===== src/hdl/linear_blend_vertex_skinning_assert.svh =====
// assertion macros shared by the skinning block
`ifndef LINEAR_BLEND_VERTEX_SKINNING_ASSERT_SVH
`define LINEAR_BLEND_VERTEX_SKINNING_ASSERT_SVH

`ifndef ASSERT_OFF

// clocked check, skipped while reset is applied
`define LBVS_ASSERT(lbl, clk, rst_n, prop, msg) \
  lbl: assert property (@(posedge clk) disable iff (!rst_n) (prop)) else $error(msg);

// clocked check that also holds during reset
`define LBVS_ASSERT_ALWAYS(lbl, clk, prop, msg) \
  lbl: assert property (@(posedge clk) (prop)) else $error(msg);

`else

`define LBVS_ASSERT(lbl, clk, rst_n, prop, msg)

`define LBVS_ASSERT_ALWAYS(lbl, clk, prop, msg)

`endif

`endif


===== src/hdl/lbvs_pkg.sv =====
// types, constants and saturation helpers of the skinning block
`timescale 1ns / 1ps

package lbvs_pkg;

  typedef enum logic {
    CMD_LOAD   = 1'b0,
    CMD_WEIGHT = 1'b1
  } cmd_e;

  localparam int          NUM_COLS       = 4;
  localparam int          NUM_ROWS       = 3;
  localparam logic [3:0]  ELEMS_PER_BONE = 4'd12;
  localparam logic [1:0]  ROW_FIRST      = 2'd0;
  localparam logic [1:0]  ROW_LAST       = 2'd2;
  localparam logic [16:0] WEIGHT_ONE     = 17'h10000;
  localparam int          QUEUE_DEPTH    = 2;

  // one classified beat as it travels from the front to the back
  typedef struct packed {
    logic               is_load;
    logic               in_range;
    logic [8:0]         bone_base;
    logic [1:0]         row;
    logic [1:0]         col;
    logic signed [31:0] mval;
    logic [16:0]        weight;
    logic signed [31:0] off_x;
    logic signed [31:0] off_y;
    logic signed [31:0] off_z;
    logic               last;
  } item_t;

  // per-row control that follows a matrix row down the datapath
  typedef struct packed {
    logic [1:0] row;
    logic       add_en;
    logic       last;
  } tok_t;

  function automatic logic signed [47:0] sat_to48(input logic signed [67:0] v);
    if (v[67:47] == '0 || v[67:47] == '1) begin
      return v[47:0];
    end else if (v[67]) begin
      return {1'b1, 47'h0};
    end else begin
      return {1'b0, {47{1'b1}}};
    end
  endfunction

  function automatic logic signed [31:0] sat_to32(input logic signed [47:0] v);
    if (v[47:31] == '0 || v[47:31] == '1) begin
      return v[31:0];
    end else if (v[47]) begin
      return {1'b1, 31'h0};
    end else begin
      return {1'b0, {31{1'b1}}};
    end
  endfunction

endpackage


===== src/hdl/lbvs_front.sv =====
// input stage: takes beats, range checks, caps the weight, registers the item
`timescale 1ns / 1ps

module lbvs_front #(
  parameter int MAX_BONES = 128
) (
  input  logic                 clk_i,
  input  logic                 rst_ni,
  input  logic                 in_valid_i,
  output logic                 in_ready_o,
  input  logic                 cmd_i,
  input  logic [6:0]           bone_index_i,
  input  logic [3:0]           matrix_element_i,
  input  logic signed [31:0]   matrix_value_i,
  input  logic [16:0]          blend_weight_i,
  input  logic signed [31:0]   offset_x_i,
  input  logic signed [31:0]   offset_y_i,
  input  logic signed [31:0]   offset_z_i,
  input  logic                 last_weight_i,
  output logic                 push_valid_o,
  input  logic                 push_ready_i,
  output lbvs_pkg::item_t      push_item_o
);
  import lbvs_pkg::*;

  logic  valid_q, valid_d;
  item_t item_q, item_d;
  logic  bone_ok;
  logic  take;

  assign in_ready_o = !valid_q || push_ready_i;
  assign take       = in_valid_i && in_ready_o;
  assign bone_ok    = int'(bone_index_i) < MAX_BONES;

  always_comb begin
    item_d.is_load   = (cmd_e'(cmd_i) == CMD_LOAD);
    item_d.in_range  = item_d.is_load ? (bone_ok && matrix_element_i < ELEMS_PER_BONE)
                                      : bone_ok;
    // bone * 3 rows
    item_d.bone_base = 9'({bone_index_i, 1'b0}) + 9'(bone_index_i);
    item_d.row       = matrix_element_i[3:2];
    item_d.col       = matrix_element_i[1:0];
    item_d.mval      = matrix_value_i;
    item_d.weight    = (blend_weight_i[16] && |blend_weight_i[15:0]) ? WEIGHT_ONE
                                                                     : blend_weight_i;
    item_d.off_x     = offset_x_i;
    item_d.off_y     = offset_y_i;
    item_d.off_z     = offset_z_i;
    item_d.last      = last_weight_i;
  end

  always_comb begin
    valid_d = valid_q;
    if (take) begin
      valid_d = 1'b1;
    end else if (push_ready_i) begin
      valid_d = 1'b0;
    end
  end

  always_ff @(posedge clk_i or negedge rst_ni) begin
    if (!rst_ni) begin
      valid_q <= 1'b0;
    end else begin
      valid_q <= valid_d;
    end
  end

  always_ff @(posedge clk_i) begin
    if (take) begin
      item_q <= item_d;
    end
  end

  assign push_valid_o = valid_q;
  assign push_item_o  = item_q;

endmodule


===== config.mk =====
export PLATFORM = sky130hd
export DESIGN_NAME = lbvs_front
export DESIGN_NICKNAME = d
export VERILOG_FILES = /design/src/hdl/linear_blend_vertex_skinning_assert.svh /design/src/hdl/lbvs_pkg.sv /design/src/hdl/lbvs_front.sv
export SDC_FILE = /design/constraint.sdc
export NUM_CORES = 1
export LEC_CHECK = 0
export ABC_AREA = 0
export CORE_AREA = 2 2 128 130
export DETAILED_ROUTE_END_ITERATION = 7
export DIE_AREA = 0 0 130 132
export DONT_BUFFER_PORTS = 1
export MAX_ROUTING_LAYER = met4
export PLACE_DENSITY = 0.48
export SETUP_SLACK_MARGIN = 0.5
export SYNTH_ARGS = -nofsm -noshare
export SYNTH_HDL_FRONTEND = slang
export SYNTH_SLANG_ARGS = --single-unit

===== constraint.sdc =====
create_clock -name clk_i -period 6.4 [get_ports clk_i]
set_clock_uncertainty 0.1 [all_clocks]
set_input_delay 0.96 -clock clk_i [delete_from_list [all_inputs] [get_ports clk_i]]
set_output_delay 0.96 -clock clk_i [all_outputs]
set_load 0.05 [all_outputs]

-- Word-level counts from Yosys, hierarchy flattened
Index checks and enable logic that the tools add are counted.
- output and inout bits: 163
- flip-flop bits (word level): 162
- bits in latches: 0
- RAM bits: 0
- memories: 0
- bits in read-only memories: 0
- input port bits: 162
- reductions and logical operators: 6
- order comparisons: 1
- equal/unequal tests: 0
- muxes and demuxes: 2
- shifts and indexed selects: 0
- div/mod/pow operators: 0
- bitwise operators: 1
- multiply operators: 0
- add/subtract/negate cells: 1
- operators by type and width (kind ; number):
    $reduce_or A16 Y1 ; 1
    $add A8 B7 Y9 ; 1
    $lt A4 B4 Y1 const B ; 1
    $logic_and A1 B1 Y1 ; 2
    $mux W1 ; 2
    $reduce_bool A2 Y1 ; 1
    $logic_not A1 Y1 ; 1
    $logic_or A1 B1 Y1 ; 1
    $not A1 Y1 ; 1

-- Logic depth before layout (Yosys ltp)
Gate-level depths: netlist of the first run.
- depth after elaboration: 4
- mapped depth: 6
- gate-level depth less buffers: 6

-- Least setup slack after synthesis of the first run
OpenSTA, ideal clock, no wires.
- path type: input port to flip-flop
- from: in push_ready_i
- to: reg item_q, in the netlist push_item_o[0] (enable)
- arrival time: 5177 ps
- data required time: 5760 ps
- path slack: 584 ps
- library setup time: 540 ps
- stages: 2
- path through: nand2b_1 > and2_1
- word-level cells in the longest chain between the ends: 2
- ends and longest elaborated chain (item ; line ; text):
    start, declared ; lbvs_front.sv:21 ; input logic push_ready_i,
    $logic_or A1 B1 Y1 ; lbvs_front.sv:31 ; assign in_ready_o = !valid_q || push_ready_i;
    $logic_and A1 B1 Y1 ; lbvs_front.sv:32 ; assign take = in_valid_i && in_ready_o;
    named net take ; lbvs_front.sv:29 ; logic take;
    end signal, assigned ; lbvs_front.sv:71 ; item_q <= item_d;
    end, declared ; lbvs_front.sv:27 ; item_t item_q, item_d;
The timed path passes the listed nets, and every way through them passes these cells.
A chain may end at the register's enable or synchronous reset.

-- Final worst setup path of the first run
- from: reg valid_q, in the netlist push_valid_o
- to: reg item_q, in the netlist push_item_o[66] (enable)
- word-level cells in the longest chain between the ends: 3
- ends and longest elaborated chain (item ; line ; text):
    start, declared ; lbvs_front.sv:26 ; logic valid_q, valid_d;
    start signal, assigned ; lbvs_front.sv:65 ; valid_q <= valid_d;
    $logic_not A1 Y1 ; lbvs_front.sv:31 ;
    $logic_or A1 B1 Y1 ; lbvs_front.sv:31 ;
    named net in_ready_o ; lbvs_front.sv:10 ; output logic in_ready_o,
    $logic_and A1 B1 Y1 ; lbvs_front.sv:32 ;
    named net take ; lbvs_front.sv:29 ;
The timed path passes the listed nets, and every way through them passes these cells.

==> flow_metrics.py, run 1 <==
metrics = {
    "yosys": {
        "cell_count_after_synthesis": 235,
        "post_synth.cell_area_avg_um2": 23.2,
        "synth_seq_cells": 162,
        "yosysSeqAreaShare": 0.893,
        "synth_top_cell_by_area": "edfxtp_1",
        "ys.warnings.count": 0,
        "synth_nets": 406,
        "synth_area_mm2": 0.00544,
        "synth_top_area_frac": 0.888,
        "netlist-cell-type-count": 33,
        "synth_top_cells_by_area": "edfxtp_1 (89%), ha_1 (1.8%), nor2b_1 (1.8%)",
    },
    "route": {
        "initialDrtViolationCount": 147,
        "average_via_count_per_standard_cell": 4.71,
        "via_count": 2293,
        "post-route-drc-count": 0,
        "routed_wire_per_std_cell_um": 23.7,
        "ant_nets": 0,
        "drt-pass1-iter-count": 4,
        "wirelength_um": 11500,
    },
    "global_route": {
        "grt_first_pass_wirelength_um": 15100,
        "grt_start_max_net_pins": 88,
        "antenna_found_initial": 5,
        "vias_in_the_first_global_route": 2340,
        "groute.usage.overall": 0.132,
        "grt_overflow_total": 0,
    },
    "die": {
        "io_pins": 325,
        "die_area_mm2": 0.0172,
        "core.rowCount": 46,
        "core-area_mm2": 0.0157,
        "floorplan.die.height_um": 132,
        "die_w_um": 130,
        "start_util": 0.346,
    },
    "finish": {
        "drive_above_1_share": 0.150,
        "area_growth_syn_to_layout_pct": 15.8,
        "fin_nets": 424,
        "fill_cells": 1371,
        "design_area_mm2": 0.00630,
    },
    "sta": {
        "fmaxAchievable_mhz": 325,
        "worstMarginPinSlew_ns": 1.08,
        "tns_ns": 0,
        "finalHoldViolCount": 0,
        "finalSetupViolCount": 0,
        "final.period_utilization": 0.481,
        "rsz0062_at_grt": "no",
        "timing.max_slew.rel_slack": 0.282,
        "final_max_slew_viol_count": 0,
        "fin_ws_ns": 3.32,
        "fin_crit_ns": 3.08,
    },
    "clock_network": {
        "path_clk_slew_ns": 0.06,
        "cts_tree": "built",
        "clock_insertion_delay_worst_skew_ns": 0.41,
        "clock-sinks": 162,
        "max-clock-path-buffers": 2,
        "cts-root-buf": "clkbuf_16",
        "post_cts_resize_count": 0,
        "ctsHtreeMaxLevel": 4,
        "postCtsSetupRepairBufs": 0,
        "cts_made_buffers": 17,
        "cts_hold_buf": 0,
    },
    "power": {
        "power_leakage_nw": 2.06,
        "sw_frac_of_total": 0.275,
        "intPower_mw": 1.81,
        "comb_power_share": 0.026,
        "sw_pwr_mw": 0.684,
        "portion_of_total_power_attributed_to_the_clock_network": 0.381,
        "seqPwrFrac": 0.592,
        "ir_worst_vdd_v": 0.000166,
        "power.density_mw_per_mm2": 396,
        "totalPowerFinal_mw": 2.49,
    },
    "flow_run": {
        "number_of_max_cap_violations": 0,
    },
    "min_path": {
        "timing.hold.worst.class": "primary input to asynchronous set/reset pin",
    },
    "placement": {
        "dp_slack_ns": 3.02,
        "dp.final_hpwl_um": 8530,
        "placement.cell_area_mm2": 0.00573,
        "finalWeightedCongestion": 0.721,
        "port_buffers": 0,
    },
    "setup_path": {
        "arrival_ns": 3.05,
        "regToRegStartpoint": "push_valid_o",
        "end_kind": "flip-flop",
        "setup.worst_path.start_class": "flip-flop",
        "worst_ep_required_ns": 6.37,
        "crit_start": "push_valid_o",
        "critical_path_class": "flip-flop to flip-flop",
        "r2r.worst_path.cells": 3,
        "timing.critical_path.fanout_max": 87,
    },
    "status": {
        "outcome": "complete, no violations",
    },
}
==> layout by cell type, fill, tap and decap left out, types with 2 or more instances in the layout <==
master / netlist / layout
clkinv_4: 0 / 2
nor4_2: 2 / 2
inv_6: 0 / 2
nor2_1: 2 / 2
nand2b_1: 4 / 4
clkbuf_16: 0 / 17
clkinv_2: 0 / 2
ha_1: 8 / 8
a21o_1: 2 / 2
a21oi_1: 3 / 3
nor2b_1: 16 / 16
xnor2_1: 2 / 2
nor4_4: 2 / 2
o21ai_0: 2 / 2
clkinvlp_4: 0 / 6
diode_2: 0 / 5
a221oi_1: 2 / 2
edfxtp_1: 161 / 161
inv_1: 9 / 9
==> worst paths after layout <==
| path | slack [ns] | to |
|---|---|---|
| worst max-delay path | 3.32 | push_item_o[66] |
| worst min-delay path | 0.14 | push_valid_o |
| worst max register to register | 3.32 | push_item_o[66] |
| worst min register to register | 1.23 | push_valid_o |
| max in group asynchronous | 6.00 | push_valid_o |
| min in group clk_i | 0.53 | push_item_o[91] |
==> registers in the layout, summed over array words and instances, names as in the netlist <==
| name | count |
|---|---|
| push_valid_o | 1 |
| push_item_o | 161 |
==> metal layers <==
layer / GRT usage / vias up / routed length (µm)
met5: - / - / 0
met4: 0.0556 / 0 / 220
met3: 0.0787 / 20 / 1250
met2: 0.220 / 178 / 6040
met1: 0.120 / 1124 / 4030
li1: - / 971 / -
==> power groups by stage <==
stage / combinational [mW] / clock, mW / sequential [mW]
CTS: 0.0671 / 0.978 / 1.48
global route: 0.0738 / 1.03 / 1.48
detailed placement: 0.0670 / 0 / 1.50
global placement: 0.0653 / 0 / 1.50
finish: 0.0658 / 0.951 / 1.48
floorplan: 0.0513 / 0 / 1.49
==> through the flow <==
stage	utilization	cells	hold slack, ns
global placement	0.364	450	0.564
global route	0.401	487	0.107
CTS	0.400	482	0.111
detailed placement	0.364	450	0.565
floorplan	-	235	0.564
finish	0.401	487	0.138
==> cells by family (layout without fill, tap and decap cells) <==
| group | after synthesis | count (layout) | synth area share |
|---|---|---|---|
| buffers and inverters | 11 | 42 | 0.00782 |
| XOR/XNOR | 2 | 2 | 0.00322 |
| AO/OA/AOI/OAI | 16 | 16 | 0.0248 |
| other | 0 | 5 | 0 |
| flip-flops | 162 | 162 | 0.893 |
| AND/OR/NAND/NOR | 35 | 35 | 0.0490 |
| adder cells (fa/ha/maj) | 9 | 9 | 0.0221 |
==> cell usage after synthesis <==
| cell | count |
|---|---|
| o21ai_0 | 2 |
| and2_1 | 1 |
| a21oi_1 | 3 |
| nand2_1 | 1 |
| a21o_1 | 2 |
| nand2b_1 | 4 |
| and3b_1 | 1 |
| a41oi_4 | 1 |
| nor3b_1 | 1 |
| o311ai_1 | 1 |
| nand3_1 | 1 |
| inv_1 | 9 |
| nor2b_1 | 16 |
| o21a_1 | 1 |
| nand4_1 | 1 |
| a31oi_1 | 1 |
| clkbuf_1 | 1 |
| nor4_2 | 2 |
| nor4_4 | 2 |
| o31a_1 | 1 |
| nor2_1 | 2 |
| xnor2_1 | 2 |
| o311ai_0 | 1 |
| buf_2 | 1 |
| ha_1 | 8 |
| dfrtp_1 | 1 |
| fa_1 | 1 |
| edfxtp_1 | 161 |
| nor2b_2 | 1 |
| a221oi_1 | 2 |
| a311o_1 | 1 |
| nor2b_4 | 1 |
| and3_1 | 1 |
==> cell type report <==
cell class                      count  area [µm²]  area share
Multi-Input combinational cell     62         542      0.0860
Clock buffer                       18         429      0.0681
Inverter                            9        33.8     0.00536
Timing Repair Buffer                1        20.0     0.00318
Sequential cell                   162        4860       0.772
Antenna cell                        5        12.5     0.00199
Tap cell                          216         270      0.0429
Clock inverter                     14         131      0.0209
==> critical path, stage by stage, from the launching register on <==
cell and delay (ns):
dfrtp_1 0.58, nand2b_1 0.55, and2_4 0.95, buf_12 0.42
(Power assumes the default switching activity.)
==> run 2: changes to the inputs <==
==> constraint.sdc (replaced) <==
create_clock -name clk_i -period 3.2 [get_ports clk_i]
set_clock_uncertainty 0.1 [all_clocks]
set_input_delay 0.48 -clock clk_i [delete_from_list [all_inputs] [get_ports clk_i]]
set_output_delay 0.48 -clock clk_i [all_outputs]
set_load 0.05 [all_outputs]
==> run 2 against run 1 <==
Non-clock buffer count up 3; sequential cell count stayed put; cell count rose by 0.21%; combinational power increased by 110%; sequential share of layout area is 0.94 points lower; maximum frequency grew 42%; clock power is 120% higher; utilization increased by 0.49 points; critical path type unchanged; critical endpoint is now push_item_o[4]; largest cell class unchanged.
==> flow_metrics.py, run 2 (synthesized netlist as in run 1, its figures left out) <==
metrics = {
    "status": {
        "outcome": "complete, no violations",
    },
    "global_route": {
        "grt_start_max_net_pins": 90,
        "groute.usage.overall": 0.136,
        "grt_first_pass_wirelength_um": 15600,
        "vias_in_the_first_global_route": 2260,
        "grt_overflow_total": 0,
        "antenna_found_initial": 4,
    },
    "die": {
        "die_w_um": 130,
        "core-area_mm2": 0.0157,
        "io_pins": 325,
        "start_util": 0.346,
        "die_area_mm2": 0.0172,
        "floorplan.die.height_um": 132,
        "core.rowCount": 46,
    },
    "finish": {
        "layout.cells.most_common": "edfxtp_1",
        "fill_cells": 1377,
        "mostFrequentLayoutCells": "edfxtp_1 (161), clkbuf_16 (17), nor2b_1 (16)",
        "area_growth_syn_to_layout_pct": 17.2,
        "fin_nets": 427,
        "design_area_mm2": 0.00638,
        "drive_above_1_share": 0.149,
        "number_of_flip_flops_in_the_largest_register": 161,
    },
    "sta": {
        "final_max_slew_viol_count": 0,
        "final.period_utilization": 0.678,
        "finalSetupViolCount": 0,
        "timing.max_slew.rel_slack": 0.607,
        "fmaxAchievable_mhz": 461,
        "worstMarginPinSlew_ns": 0.591,
        "fin_crit_ns": 2.17,
        "tns_ns": 0,
        "rsz0062_at_grt": "no",
        "finalHoldViolCount": 0,
    },
    "route": {
        "drt-pass1-iter-count": 4,
        "average_via_count_per_standard_cell": 4.63,
        "initialDrtViolationCount": 137,
        "routed_wire_per_std_cell_um": 24.3,
        "via_count": 2259,
        "wirelength_um": 11900,
        "post-route-drc-count": 0,
        "ant_nets": 0,
    },
    "min_path": {
        "timing.hold.worst.class": "primary input to flip-flop",
        "hp-start": "offset_z_i[5]",
    },
    "setup_path": {
        "end_kind": "flip-flop",
        "r2r.worst_path.cells": 3,
        "worst_ep_required_ns": 3.16,
        "critical_path_class": "flip-flop to flip-flop",
        "arrival_ns": 2.13,
        "timing.critical_path.fanout_max": 89,
        "endpoint_of_the_worst_slack_reg_to_reg_timing_path": "push_item_o[4]",
        "crit_end": "push_item_o[4]",
        "regToRegStartpoint": "push_valid_o",
        "crit_start": "push_valid_o",
        "r2r_slack_ns": 1.03,
        "setup.worst_path.start_class": "flip-flop",
    },
    "flow_run": {
        "number_of_max_cap_violations": 0,
    },
    "clock_network": {
        "postCtsSetupRepairBufs": 0,
        "max-clock-path-buffers": 2,
        "cts-root-buf": "clkbuf_16",
        "cts_made_buffers": 17,
        "path_clk_slew_ns": 0.07,
        "cts_hold_buf": 1,
        "cts_tree": "built",
        "ctsHtreeMaxLevel": 4,
        "clock-sinks": 162,
        "post_cts_resize_count": 0,
        "clock_insertion_delay_worst_skew_ns": 0.42,
    },
    "placement": {
        "finalWeightedCongestion": 0.786,
        "dp.final_hpwl_um": 8870,
        "placement.cell_area_mm2": 0.00574,
        "port_buffers": 0,
    },
    "power": {
        "comb_power_share": 0.026,
        "sw_frac_of_total": 0.258,
        "seqPwrFrac": 0.569,
        "portion_of_total_power_attributed_to_the_clock_network": 0.405,
        "sw_pwr_mw": 1.34,
        "intPower_mw": 3.85,
        "power_leakage_nw": 2.11,
        "ir_worst_vdd_v": 0.000347,
        "power.density_mw_per_mm2": 814,
    },
}
[run 2: layer usage]
layer | up-vias | routed length, µm | GRT usage
li1 | 971 | - | -
met2 | 168 | 6460 | 0.235
met1 | 1109 | 4100 | 0.127
met3 | 11 | 1160 | 0.0698
met4 | 0 | 163 | 0.0508
met5 | - | 0 | -
[run 2: through the flow]
step | total power [mW] | std cells | utilization | hold slack (ns) | setup WS, ns
after global routing | 5.36 | 488 | 0.406 | 0.0232 | 0.954
after floorplan | 3.08 | 235 | - | 0.0844 | 0.549
after global placement | 3.14 | 452 | 0.366 | 0.0844 | 1.06
after detailed placement | 3.14 | 452 | 0.366 | 0.0844 | 1.05
after CTS | 5.26 | 484 | 0.405 | 0.0264 | 1.04
final | 5.19 | 488 | 0.406 | 0.0543 | 1.03
[run 2: layout make-up]
class / instances / area (µm²) / share of cell area
diodes: 4 / 10.0 / 0.00157
clock buffers: 19 / 433 / 0.0679
clock inverters: 12 / 180 / 0.0283
inverters: 9 / 33.8 / 0.00530
multi-input cells: 62 / 544 / 0.0854
flip-flops and latches: 162 / 4860 / 0.762
well taps: 216 / 270 / 0.0424
repair buffers: 4 / 45.0 / 0.00706
[run 2: power by group through the flow]
stage | logic [mW] | registers, mW | clock network (mW)
2_1_floorplan | 0.104 | 2.97 | 0
6_report | 0.135 | 2.95 | 2.10
3_5_place_dp | 0.137 | 3.00 | 0
4_1_cts | 0.138 | 2.96 | 2.16
5_1_grt | 0.153 | 2.96 | 2.24
3_3_place_gp | 0.135 | 3.00 | 0
[run 2: critical path, stage by stage, from the launching register on]
cell and delay, ns:
dfrtp_1 0.59, nand2b_2 0.36, and2_4 0.31, buf_12 0.37
[run 2: worst min-delay path by stage]
stage / endpoint / slack, ns / cells after the start
finish: push_item_o[6] / 0.05 / 0
global route: push_item_o[95] / 0.02 / 0
CTS: push_item_o[0] / 0.03 / 0
detailed placement: push_valid_o / 0.08 / 0
global placement: push_valid_o / 0.08 / 0
floorplan: push_valid_o / 0.08 / 0
