## src/hdl/linear_blend_vertex_skinning_assert.svh

```systemverilog
// assertion macros shared by the skinning block
`ifndef LINEAR_BLEND_VERTEX_SKINNING_ASSERT_SVH
`define LINEAR_BLEND_VERTEX_SKINNING_ASSERT_SVH

`ifndef ASSERT_OFF

// clocked check, skipped while reset is applied
`define LBVS_ASSERT(lbl, clk, rst_n, prop, msg) \
  lbl: assert property (@(posedge clk) disable iff (!rst_n) (prop)) else $error(msg);

// clocked check that also holds during reset
`define LBVS_ASSERT_ALWAYS(lbl, clk, prop, msg) \
  lbl: assert property (@(posedge clk) (prop)) else $error(msg);

`else

`define LBVS_ASSERT(lbl, clk, rst_n, prop, msg)

`define LBVS_ASSERT_ALWAYS(lbl, clk, prop, msg)

`endif

`endif

```

## src/hdl/lbvs_pkg.sv

```systemverilog
// types, constants and saturation helpers of the skinning block
`timescale 1ns / 1ps

package lbvs_pkg;

  typedef enum logic {
    CMD_LOAD   = 1'b0,
    CMD_WEIGHT = 1'b1
  } cmd_e;

  localparam int          NUM_COLS       = 4;
  localparam int          NUM_ROWS       = 3;
  localparam logic [3:0]  ELEMS_PER_BONE = 4'd12;
  localparam logic [1:0]  ROW_FIRST      = 2'd0;
  localparam logic [1:0]  ROW_LAST       = 2'd2;
  localparam logic [16:0] WEIGHT_ONE     = 17'h10000;
  localparam int          QUEUE_DEPTH    = 2;

  // one classified beat as it travels from the front to the back
  typedef struct packed {
    logic               is_load;
    logic               in_range;
    logic [8:0]         bone_base;
    logic [1:0]         row;
    logic [1:0]         col;
    logic signed [31:0] mval;
    logic [16:0]        weight;
    logic signed [31:0] off_x;
    logic signed [31:0] off_y;
    logic signed [31:0] off_z;
    logic               last;
  } item_t;

  // per-row control that follows a matrix row down the datapath
  typedef struct packed {
    logic [1:0] row;
    logic       add_en;
    logic       last;
  } tok_t;

  function automatic logic signed [47:0] sat_to48(input logic signed [67:0] v);
    if (v[67:47] == '0 || v[67:47] == '1) begin
      return v[47:0];
    end else if (v[67]) begin
      return {1'b1, 47'h0};
    end else begin
      return {1'b0, {47{1'b1}}};
    end
  endfunction

  function automatic logic signed [31:0] sat_to32(input logic signed [47:0] v);
    if (v[47:31] == '0 || v[47:31] == '1) begin
      return v[31:0];
    end else if (v[47]) begin
      return {1'b1, 31'h0};
    end else begin
      return {1'b0, {31{1'b1}}};
    end
  endfunction

endpackage

```

## src/hdl/lbvs_queue.sv

```systemverilog
// two-entry queue between the front and the back
`timescale 1ns / 1ps

module lbvs_queue (
  input  logic            clk_i,
  input  logic            rst_ni,
  input  logic            push_valid_i,
  output logic            push_ready_o,
  input  lbvs_pkg::item_t push_item_i,
  output logic            head_valid_o,
  input  logic            pop_i,
  output lbvs_pkg::item_t head_item_o
);
  import lbvs_pkg::*;

  item_t      slot_q [QUEUE_DEPTH];
  logic       wr_ptr_q, rd_ptr_q;
  logic [1:0] count_q;
  logic       push, pop;

  assign push_ready_o = (count_q != 2'(QUEUE_DEPTH));
  assign head_valid_o = (count_q != '0);
  assign push         = push_valid_i && push_ready_o;
  assign pop          = pop_i && head_valid_o;
  assign head_item_o  = slot_q[rd_ptr_q];

  always_ff @(posedge clk_i or negedge rst_ni) begin
    if (!rst_ni) begin
      wr_ptr_q <= 1'b0;
      rd_ptr_q <= 1'b0;
      count_q  <= '0;
    end else begin
      if (push) begin
        wr_ptr_q <= !wr_ptr_q;
      end
      if (pop) begin
        rd_ptr_q <= !rd_ptr_q;
      end
      if (push && !pop) begin
        count_q <= count_q + 2'd1;
      end else if (pop && !push) begin
        count_q <= count_q - 2'd1;
      end
    end
  end

  always_ff @(posedge clk_i) begin
    if (push) begin
      slot_q[wr_ptr_q] <= push_item_i;
    end
  end

endmodule

```

## config.mk

```make
export PLATFORM = sky130hd
export DESIGN_NAME = lbvs_queue
export DESIGN_NICKNAME = d
export VERILOG_FILES = /design/src/hdl/linear_blend_vertex_skinning_assert.svh /design/src/hdl/lbvs_pkg.sv /design/src/hdl/lbvs_queue.sv
export SDC_FILE = /design/constraint.sdc
export NUM_CORES = 1
export LEC_CHECK = 0
export BUFFER_PORTS_ARGS = -buffer_cell sky130_fd_sc_hd__clkbuf_2
export CAP_MARGIN = 5
export CORE_MARGIN = 8
export CORE_UTILIZATION = 52
export CTS_CLUSTER_DIAMETER = 50
export DETAILED_ROUTE_END_ITERATION = 16
export HOLD_SLACK_MARGIN = 0.15
export PLACE_DENSITY = 0.79
export REMOVE_ABC_BUFFERS = 1
export SLEW_MARGIN = 20
export SYNTH_ARGS = -nofsm -noshare
export SYNTH_HDL_FRONTEND = slang
export SYNTH_SLANG_ARGS = --single-unit
```

## constraint.sdc

```tcl
create_clock -name clk_i -period 8.95 [get_ports clk_i]
set_input_delay 1.3425 -clock clk_i [delete_from_list [all_inputs] [get_ports clk_i]]
set_output_delay 1.3425 -clock clk_i [all_outputs]
set_load 0.03 [all_outputs]
```

Yosys cells after proc, flatten, opt, wreduce, memory -nomap -nowiden. Memories as Yosys holds them, arrays and structs flattened. Cells that the tools add are included.

Magnitude comparators: 0. Mux-type cells: 4. Shifts and indexed selects: 0. Reduce and logical (&&, ||, !) cells: 10. Div/mod/pow operators: 0. Multipliers: 0. Add/sub/neg operators: 2. Bitwise operators: 0. Equal/unequal tests: 1.

Operators by type and width (count): logical AND 1 bit (4); logical NOT 1 bit (4); two-way mux 2 bit (2); nonzero test 2 bit (2); adder 2 x 1 -> 2 bit (second input constant) (1); two-way mux 1 bit (2); != test 2 bit (second input constant) (1); subtractor 2 x 1 -> 2 bit (second input constant) (1).

Logic and storage cells: 21. Flip-flop bits (word level): 4. Bits in latches: 0. Output and inout port bits: 163. Memories: 1. Memory bits (writable): 322. ROM bits: 0.

Memories: slot_q (depth 2, bits a word 161, rd ports 1, clocked after memory_dff 0, wr ports 1, line lbvs_queue.sv:16) `item_t slot_q [QUEUE_DEPTH];`.

Longest topological paths before layout. Gate-level depths: netlist (run 1).

Depth after elaboration: 6. Gate-level depth with buffers: 7.

Least setup slack after synthesis (run 1). Ideal clock, no wire load.

Path kind: in2reg. Start point: input push_valid_i. End point: memory slot_q[0][0] in the netlist's numbering, enable pin. Setup time: 0.685 ns. Stages on the path: 2. Path slack: 0.141 ns. Buffers on the path: 0. Arrival: 8.124 ns. Path through: nand2_1 > nor2_1.

Word-level cells in the longest chain between the ends: 3.

Ends and longest elaborated chain: from (decl) (line lbvs_queue.sv:7) `input logic push_valid_i,`; logical AND 1 bit (line lbvs_queue.sv:23) `assign push = push_valid_i && push_ready_o;`; two-way mux 1 bit (line lbvs_queue.sv:48) `if (push) begin`; two-way mux 1 bit (not written as such) (line lbvs_queue.sv:49) `slot_q[wr_ptr_q] <= push_item_i;`; to (decl) (line lbvs_queue.sv:16).

Every way passes these cells.

==> run_results.csv, run 1 <==
group,metric,value,unit
status,status,"completed",
clock_network,cts_resized,0,
place,gp_congestion,0.752,
power_and_ir_drop,vdd_drop_max,0.292,mV
routing,first_iter_violations,322,
timing,slew_headroom,27.7,%
setup_path,path_cells,"buf_4 > mux2_2 > clkbuf_2",
routing,antenna_left,0,
synthesis,ys_async_sr_fraction,1.23,%
power_and_ir_drop,clockPowerShare,24.2,%
cells_and_area,drive_gt1_share,60.9,%
routing,drc,0,
timing,finalSetupTns,0,ns
clock_network,cts_buffers,35,
power_and_ir_drop,pwr-share-comb,36.3,%
clock_network,cts_hold_buf,0,
synthesis,synth_ff_type,"edfxtp_1",
synthesis,synth_simple_gate_area_share,0.279,%
synthesis,yosysTopAreaCellShare,79.7,%
timing,finClkSkew,0.0122,ns
floorplan,die_area,28500,sq um
clock_network,tritoncts,"built",
flow_run,maxCapViolations,0,
clock_network,clockRootBuffer,"clkbuf_16",
synthesis,yosys-mux-area-fraction,17.4,%
power_and_ir_drop,p_int,0.00362,W
setup_path,end_kind,"primary output",
clock_network,clkLatencyLatePin,0.50,ns
power_and_ir_drop,power.density,368,nW/um^2
setup_path,cp_data_arrival_time,2.84,ns
synthesis,synth-seq-cells,326,
synthesis,synthCells,519,
setup_path,criticalPathCategory,"reg -> out",
cells_and_area,post-route-util,65.4,%
setup_path,slowest_stage,"buf_4",
cells_and_area,multi_input_area,2220,sq um
synthesis,ys_types,15,
setup_path,start_kind,"register",
floorplan,io_pins,328,
floorplan,die_h,169,um
synthesis,synth_common_cells,"322 x edfxtp_1, 81 x mux2_2, 80 x mux2_4",
setup_path,crit_fanout,66,
timing,period_share,46.8,%
timing,finalCriticalPeriod,4.18,ns
global_route,grt_max_degree,77,
synthesis,synth_most_common_cell,"edfxtp_1",
setup_path,slowest_delay,0.89,ns
floorplan,core-area,23200,sq um
synthesis,yosysWarnings,0,
floorplan,fp.dieW,169,um
power_and_ir_drop,seqPwrFrac,39.6,%
hold_path,hp-class,"reg -> reg",
floorplan,fp-row-count,56,
setup_path,cp_num_buf_inv,2,
routing,wire_per_inst,19.9,um
routing,drt_wl_total,24200,um
place,hpwl,16500,um
setup_path,cp.required,7.61,ns
setup_path,path_delay_family,"buffers and inverters",
cells_and_area,nets,1037,
timing,rsz0062_at_grt,"false",
synthesis,syn_avg_cell_area,23.4,sq um
global_route,grt_pass1_vias,6588,
global_route,grt_use_total,16.2,%
timing,worst_hold_slack,0.504,ns
global_route,grt_pass1_wl,35600,um
timing,worst_pin_slew,1.08,ns
cells_and_area,fillers,1553,
clock_network,clk_pin_slew,0.06,ns
clock_network,htreeDepth,2,
synthesis,yosysSeqAreaShare,80.5,%
routing,vias,6065,
synthesis,synth_top_family_by_area,"multiplexers",
global_route,grt-ovfl-total,0,
routing,first_pass_iters,6,
synthesis,synth_area_leaders,"edfxtp_1 80%, mux2_4 9.9%, mux2_2 7.5%",
clock_network,post_cts_buffers,0,
synthesis,synth_compound_area_share,0,%
cells_and_area,regArea,9770,sq um
routing,vias_per_cell,5.00,
clock_network,cts_sinks,326,
power_and_ir_drop,switching_power,0.00196,W
timing,finalHoldViolations,0,
synthesis,synth_xor_area_share,0.361,%
timing,slew_violations,0,
synthesis,synth_edf_count,322,
place,io_buffers,327,
synthesis,netlist_area,12100,sq um
power_and_ir_drop,switching_share,35.1,%
timing,clock.fmax,239,MHz
power_and_ir_drop,leakage,5.97,nW
floorplan,start_util,52.3,%
synthesis,synth_top_area_cell,"edfxtp_1",
cells_and_area,syn_to_final_growth,25.0,%
clock_network,cts_buffer_depth,3,
synthesis,synth_fa_ha_area_share,0.103,%
timing,setup_viol,0,
global_route,antenna_found_initial,1,
==> final timing paths <==
path,from,end,slack (ns),depth (start not counted)
min in group asynchronous,rst_ni,rd_ptr_q,0.65,1
worst max-delay path,rd_ptr_q,head_item_o[151],4.77,3
worst min register to register,count_q[1],count_q[1],0.50,1
max in group asynchronous,rst_ni,rd_ptr_q,8.16,1
worst min-delay path,count_q[1],count_q[1],0.50,1
worst max register to register,count_q[0],slot_q[0][12],6.33,4
==> metal layers <==
metal | global-route usage, % | vias up | part of all wire [%]
met5 | 0 | - | 0
met4 | 5.94 | 0 | 2.7
met3 | 5.64 | 56 | 9.0
met2 | 28.6 | 254 | 52
met1 | 17.9 | 2985 | 36
li1 | - | 2770 | -
==> area by class of cell <==
class / instances / area share (%)
well taps: 319 / 2.63
repair buffers: 333 / 11.1
clock buffers: 40 / 6.18
inverters: 1 / 0.0248
multi-input cells: 174 / 14.6
flip-flops and latches: 326 / 64.5
diodes: 1 / 0.0165
clock inverters: 19 / 0.982
==> placed cells by master (no fill, tap or decap), drive strengths merged <==
| master | netlist | routed |
|---|---|---|
| nor2 | 2 | 2 |
| clkbuf | 0 | 367 |
| nand2b | 1 | 1 |
| inv | 1 | 1 |
| nand2 | 2 | 2 |
| ha | 1 | 1 |
| or2 | 1 | 1 |
| clkinv | 0 | 15 |
| edfxtp | 322 | 322 |
| xnor2 | 3 | 3 |
| dfrtp | 4 | 4 |
| bufinv | 0 | 2 |
| and3 | 1 | 1 |
| mux2 | 161 | 161 |
| diode | 0 | 1 |
| xor2 | 2 | 2 |
| clkinvlp | 0 | 2 |
| buf | 18 | 6 |
==> power groups by stage <==
stage,Combinational [W],Clock [W],Sequential (W)
floorplan,0.00153,0,0.00238
global placement,0.00204,0,0.00222
detailed placement,0.00205,0,0.00224
CTS,0.00205,0.00138,0.00221
global route,0.00213,0.00144,0.00223
finish,0.00202,0.00135,0.00221
==> flip-flops by register name, indices dropped and copies added, names as in the netlist <==
name	cells
count_q	2
rd_ptr_q	1
slot_q	322
wr_ptr_q	1
==> through the flow <==
step | total power [W] | area (sq um) | worst slack [ns] | instances
after floorplan | 0.00390 | 12000 | 0.141 | 501
after global placement | 0.00426 | 14100 | 5.29 | 1153
after detailed placement | 0.00429 | 14100 | 5.28 | 1153
after CTS | 0.00564 | 15200 | 4.73 | 1212
after global routing | 0.00580 | 15200 | 4.62 | 1213
final | 0.00557 | 15200 | 4.77 | 1213
==> logic make-up after synthesis <==
logic type | count (synthesis)
xor+xnor | 5
flops | 326
buf+inv | 19
mux | 161
fa+ha+maj | 1
simple gates | 7
Power figures use the tool's default switching activity.
==> run 2: changes to the inputs <==
ABC_AREA = 1   (was unset)
CORE_UTILIZATION = 47   (was 52)
PLACE_DENSITY = 0.76   (was 0.79)
clock period = 3.4 ns   (was 8.95 ns; I/O delays follow)
==> run_results.csv, run 2 <==
group,metric,value,unit
floorplan,die_h,176,um
setup_path,r2r_start,"count_q[0]",
hold_path,hp-class,"in -> reg",
setup_path,reg2reg_depth,5,
routing,drc,0,
synthesis,synth_edf_count,322,
setup_path,end_kind,"primary output",
synthesis,synth_top_area_cell,"edfxtp_1",
synthesis,synthCells,869,
hold_path,min-delay-start,"push_item_i[65]",
power_and_ir_drop,leakage,6.54,nW
clock_network,clkLatencyLatePin,0.49,ns
power_and_ir_drop,clockPowerShare,24.4,%
timing,slew_headroom,51.2,%
global_route,grt-ovfl-total,0,
power_and_ir_drop,vdd_drop_max,0.747,mV
setup_path,path_common_cell,"nand2_1",
synthesis,yosysSeqAreaShare,81.7,%
routing,vias,7483,
setup_path,slowest_stage,"dfrtp_4",
timing,finalHoldViolations,0,
cells_and_area,regMostFlops,"slot_q",
setup_path,slowest_delay,0.51,ns
clock_network,tritoncts,"built",
cells_and_area,mostFrequentLayoutCells,"483 x nand2_1, 327 x clkbuf_2, 322 x edfxtp_1, 37 x clkbuf_16, 10 x nand2_2",
power_and_ir_drop,switching_power,0.00607,W
routing,antenna_left,0,
clock_network,cts_sinks,326,
synthesis,ys_types,15,
place,dp_cells,1498,
timing,finClkSkew,0.0209,ns
global_route,globalRouteMet2Util,29.9,%
power_and_ir_drop,seqPwrFrac,37.6,%
timing,rsz0062_at_grt,"false",
floorplan,core-area,25100,sq um
synthesis,synth_common_cells,"483 x nand2_1, 322 x edfxtp_1, 24 x buf_2",
synthesis,synth_most_common_cell,"nand2_1",
timing,slew_violations,0,
power_and_ir_drop,p_int,0.00910,W
floorplan,fp.dieW,176,um
synthesis,synth-seq-cells,326,
timing,worst_hold_slack,0.199,ns
timing,period_share,78.9,%
setup_path,crit_fanout,67,
global_route,grt_pass1_vias,7772,
setup_path,cp_num_buf_inv,3,
synthesis,yosysTopAreaCellShare,80.8,%
cells_and_area,reg.largest.list,"slot_q (322), count_q (2)",
timing,clock.fmax,373,MHz
setup_path,rr_endpoint,"slot_q[0][31]",
cells_and_area,drive_gt1_share,32.3,%
synthesis,synth_area_leaders,"edfxtp_1 81%, nand2_1 15%, buf_2 1.0%",
routing,vias_per_cell,4.79,
routing,wire_per_inst,17.2,um
routing,first_pass_iters,4,
power_and_ir_drop,power.density,1010,nW/um^2
setup_path,cp_data_arrival_time,2.17,ns
setup_path,setup.reg_to_reg.worst_slack,1.62,ns
setup_path,start_kind,"register",
clock_network,clk_pin_slew,0.06,ns
setup_path,cp.required,2.89,ns
place,placed_area,13900,sq um
global_route,grt_use_total,16.9,%
cells_and_area,syn_to_final_growth,26.1,%
routing,first_iter_violations,510,
setup_path,criticalPathCategory,"reg -> out",
routing,drt_wl_total,26900,um
synthesis,netlist_area,12000,sq um
synthesis,ys_async_sr_fraction,1.23,%
global_route,use_met1,18.2,%
flow_run,maxCapViolations,0,
floorplan,io_pins,328,
place,gp_congestion,0.755,
floorplan,fp-row-count,58,
cells_and_area,design_area,15100,sq um
timing,setup_viol,0,
setup_path,path_delay_family,"buffers and inverters",
floorplan,die_area,30800,sq um
cells_and_area,final_common_cell,"nand2_1",
clock_network,cts_hold_buf,1,
synthesis,yosysWarnings,0,
clock_network,cts_buffer_depth,3,
clock_network,clockRootBuffer,"clkbuf_16",
cells_and_area,layout.cells.non_filler,1562,
status,status,"completed",
clock_network,cts_buffers,35,
synthesis,syn_avg_cell_area,13.8,sq um
global_route,grt_max_degree,163,
floorplan,start_util,47.6,%
global_route,grt_pass1_wl,40700,um
timing,finalCriticalPeriod,2.68,ns
clock_network,post_cts_buffers,0,
timing,worst_pin_slew,0.732,ns
place,hpwl,17900,um
clock_network,htreeDepth,2,
global_route,antenna_found_initial,4,
power_and_ir_drop,switching_share,40.0,%
cells_and_area,largest_reg_flops,322,
cells_and_area,nets,1372,
hold_path,hold_path_depth,1,
power_and_ir_drop,pwr-share-comb,38.0,%
hold_path,min_to,"slot_q[1][65]",
global_route,grt_use_met3,5.54,%
setup_path,path_cells,"inv_6 > buf_12 > nand2_1 > nand2_1 > clkbuf_2",
place,io_buffers,327,
global_route,grt_busiest_layer,"met2",
clock_network,cts_resized,0,
synthesis,synth_ff_type,"edfxtp_1",
run 2: cell types whose count changed after synthesis, sizes merged:
cell / before / now
nand2: 2 / 493
mux2: 161 / 0
buf: 18 / 35
inv: 1 / 7
nand3: 0 / 2
xnor2: 3 / 1
and3: 1 / 0
nand2b: 1 / 0
nand4: 0 / 1
or2: 1 / 0
xor2: 2 / 1
run 2: cell type report:
type	instances	area (sq um)
flip-flops and latches	326	9770
clock buffers	43	948
inverters	7	31.3
clock inverters	18	190
diodes	2	5.00
fillers	1992	10000
well taps	330	413
multi-input cells	501	1940
repair buffers	335	1790
run 2: per-stage QoR:
| stage | total power, W | utilization (%) | worst slack (ns) | TNS, ns |
|---|---|---|---|---|
| after floorplan | 0.00971 | - | -4.82 | -1798.09 |
| after global placement | 0.0116 | 55.5 | 1.22 | 0 |
| after detailed placement | 0.0117 | 55.5 | 1.22 | 0 |
| after CTS | 0.0154 | 60.1 | 0.675 | 0 |
| after global routing | 0.0160 | 60.1 | 0.559 | 0 |
| final | 0.0152 | 60.1 | 0.718 | 0 |
run 2: cell families after synthesis:
kind of cell  synth area share, %
fa+ha+maj                   0.105
xor+xnor                    0.146
flops                        81.7
simple gates                 15.9
buf+inv                      2.22
run 2: worst max path at each step:
stage	startpoint	endpoint	slack, ns	cells after the start
after global placement	rd_ptr_q	head_item_o[140]	1.22	5
after global routing	rd_ptr_q	head_item_o[140]	0.56	5
final	rd_ptr_q	head_item_o[160]	0.72	5
after floorplan	count_q[0]	slot_q[0][0]	-4.82	4
after CTS	rd_ptr_q	head_item_o[140]	0.67	5
after detailed placement	rd_ptr_q	head_item_o[140]	1.22	5
run 2: power groups by stage:
stage	clock (W)	sequential [W]	combinational (W)
global route	0.00394	0.00578	0.00624
global placement	0	0.00575	0.00581
finish	0.00370	0.00571	0.00576
floorplan	0	0.00604	0.00367
detailed placement	0	0.00579	0.00587
CTS	0.00379	0.00571	0.00588
run 2: metal layers:
| metal | wire, um | part of all wire (%) | vias to the layer above |
|---|---|---|---|
| met4 | 1020 | 3.8 | 4 |
| met5 | 27 | 0.10 | - |
| met3 | 2290 | 8.5 | 64 |
| li1 | - | - | 3618 |
| met1 | 9650 | 36 | 3515 |
| met2 | 13900 | 52 | 282 |
==> run 3: changes to the inputs <==
clock period = 2.4 ns   (was 3.4 ns; I/O delays follow)
==> run_results.csv, run 3 (synthesized netlist as in run 2, its figures left out) <==
group,metric,value,unit
status,status,"completed",
setup_path,cp_num_buf_inv,3,
setup_path,slowest_stage,"dfrtp_4",
timing,finalCriticalPeriod,2.30,ns
setup_path,cp.required,2.04,ns
clock_network,tritoncts,"built",
cells_and_area,layout.cells.non_filler,1740,
routing,first_iter_violations,559,
hold_path,min_to,"rd_ptr_q",
routing,first_pass_iters,6,
clock_network,clk_pin_slew,0.06,ns
hold_path,min-delay-start,"pop_i",
routing,drt_wl_total,31500,um
cells_and_area,nets,1540,
setup_path,cp_data_arrival_time,1.94,ns
floorplan,start_util,47.6,%
setup_path,path_delay_family,"buffers and inverters",
power_and_ir_drop,leakage,7.28,nW
setup_path,rr_endpoint,"slot_q[1][81]",
timing,worst_pin_slew,0.586,ns
global_route,grt-ovfl-total,0,
routing,wire_per_inst,18.1,um
global_route,grt_pass1_vias,8983,
clock_network,htreeDepth,2,
floorplan,die_area,30800,sq um
cells_and_area,post-route-util,67.1,%
cells_and_area,fillers,1670,
global_route,antenna_found_initial,7,
floorplan,core-area,25100,sq um
routing,vias_per_cell,4.89,
hold_path,hp-class,"in -> reg",
floorplan,fp.dieW,176,um
cells_and_area,largest_reg_flops,322,
timing,worst_hold_slack,0.162,ns
cells_and_area,drive_gt1_share,29.1,%
place,gp_congestion,0.766,
place,place_ws,0.563,ns
cells_and_area,mostFrequentLayoutCells,"483 x nand2_1, 327 x clkbuf_2, 322 x edfxtp_1, 162 x dlygate4sd3_1, 39 x clkbuf_16",
timing,setup_viol,0,
routing,drc,0,
power_and_ir_drop,vdd_drop_max,0.866,mV
cells_and_area,reg.largest.list,"slot_q (322), count_q (2)",
place,io_buffers,327,
timing,finalHoldViolations,0,
routing,antenna_left,0,
timing,slew_headroom,60.9,%
setup_path,reg2reg_depth,5,
flow_run,maxCapViolations,0,
setup_path,start_kind,"register",
setup_path,slowest_delay,0.56,ns
routing,vias,8506,
floorplan,fp-row-count,58,
hold_path,hold_path_depth,3,
timing,clock.fmax,434,MHz
clock_network,cts_buffers,36,
setup_path,end_kind,"primary output",
timing,finClkSkew,0.0171,ns
setup_path,criticalPathCategory,"reg -> out",
setup_path,path_cells,"clkinv_8 > buf_16 > nand2_1 > nand2_1 > clkbuf_2",
power_and_ir_drop,power.density,1320,nW/um^2
setup_path,r2r_start,"count_q[0]",
timing,period_share,95.9,%
setup_path,crit_fanout,41,
clock_network,clkLatencyLatePin,0.50,ns
place,hpwl,18400,um
place,dp_cells,1502,
global_route,grt_max_degree,128,
global_route,grt_use_total,19.4,%
timing,finalSetupTns,0,ns
timing,finalWorstSetupSlack,0.0973,ns
clock_network,post_cts_buffers,0,
cells_and_area,syn_to_final_growth,40.9,%
timing,rsz0062_at_grt,"false",
global_route,grt_pass1_wl,47300,um
clock_network,clockRootBuffer,"clkbuf_16",
clock_network,cts_buffer_depth,3,
floorplan,io_pins,328,
floorplan,die_h,176,um
setup_path,path_common_cell,"nand2_1",
setup_path,setup.reg_to_reg.worst_slack,0.56,ns
clock_network,cts_sinks,326,
cells_and_area,regMostFlops,"slot_q",
cells_and_area,final_common_cell,"nand2_1",
timing,slew_violations,0,
==> run 3: changes by cell type in the layout (fill, tap and decap cells not counted), sizes merged <==
cell and change:
buf +4, bufinv -1, clkbuf +3, clkinvlp +1
diode +8, dlygate4sd3 +161, inv +2
==> run 3: worst register-to-register path, cell delays in order (launching register included) <==
cell and delay (ns):
dfrtp_1 0.38, inv_1 0.08, nand2_1 0.08, nand2_1 0.18
nor2_4 0.20, buf_12 0.41
==> run 3: routing by layer <==
layer | routed length (um) | vias up | global-route usage (%)
met5 | 0 | - | 0
met4 | 1490 | 0 | 9.93
met3 | 2340 | 108 | 5.58
met2 | 16600 | 378 | 35.4
met1 | 11100 | 4061 | 19.9
li1 | - | 3959 | -
==> run 3: worst max path at each step <==
| stage | start | endpoint | slack [ns] | cells after the start |
|---|---|---|---|---|
| 6_report | rd_ptr_q | head_item_o[152] | 0.1 | 5 |
| 3_3_place_gp | rd_ptr_q | head_item_o[122] | 0.56 | 4 |
| 2_1_floorplan | count_q[0] | slot_q[0][0] | -5.82 | 4 |
| 3_5_place_dp | rd_ptr_q | head_item_o[122] | 0.56 | 4 |
| 4_1_cts | rd_ptr_q | head_item_o[122] | 0.009 | 4 |
| 5_1_grt | rd_ptr_q | head_item_o[111] | 0.02 | 5 |
==> run 3: metrics by stage <==
step	instance area (sq um)	total power (W)
final	16900	0.0222
after global routing	16900	0.0233
after CTS	16800	0.0221
after detailed placement	14000	0.0166
after global placement	14000	0.0164
after floorplan	11700	0.0127
==> run 3: repair_timing <==
item / 4_1_cts / 5_1_grt
gates resized for setup: 0 / 5
endpoints found under the hold margin: 326 / 0
hold buffers: 162 / 0
endpoints found under the setup margin: 0 / 89
==> run 3: area by class of cell <==
cell class	count	area (sq um)	area share, %
Timing Repair Buffer	502	3510	20.8
Clock buffer	44	952	5.65
Clock inverter	20	198	1.17
Antenna cell	10	25.0	0.148
Tap cell	330	413	2.45
Sequential cell	326	9770	58.0
Multi-Input combinational cell	501	1940	11.5
Inverter	7	38.8	0.230
==> run 3: report_power, final <==
part           total [W]  internal (W)  switching, W
registers        0.00814       0.00778      0.000358
clock network    0.00532       0.00318       0.00214
logic            0.00876       0.00221       0.00655
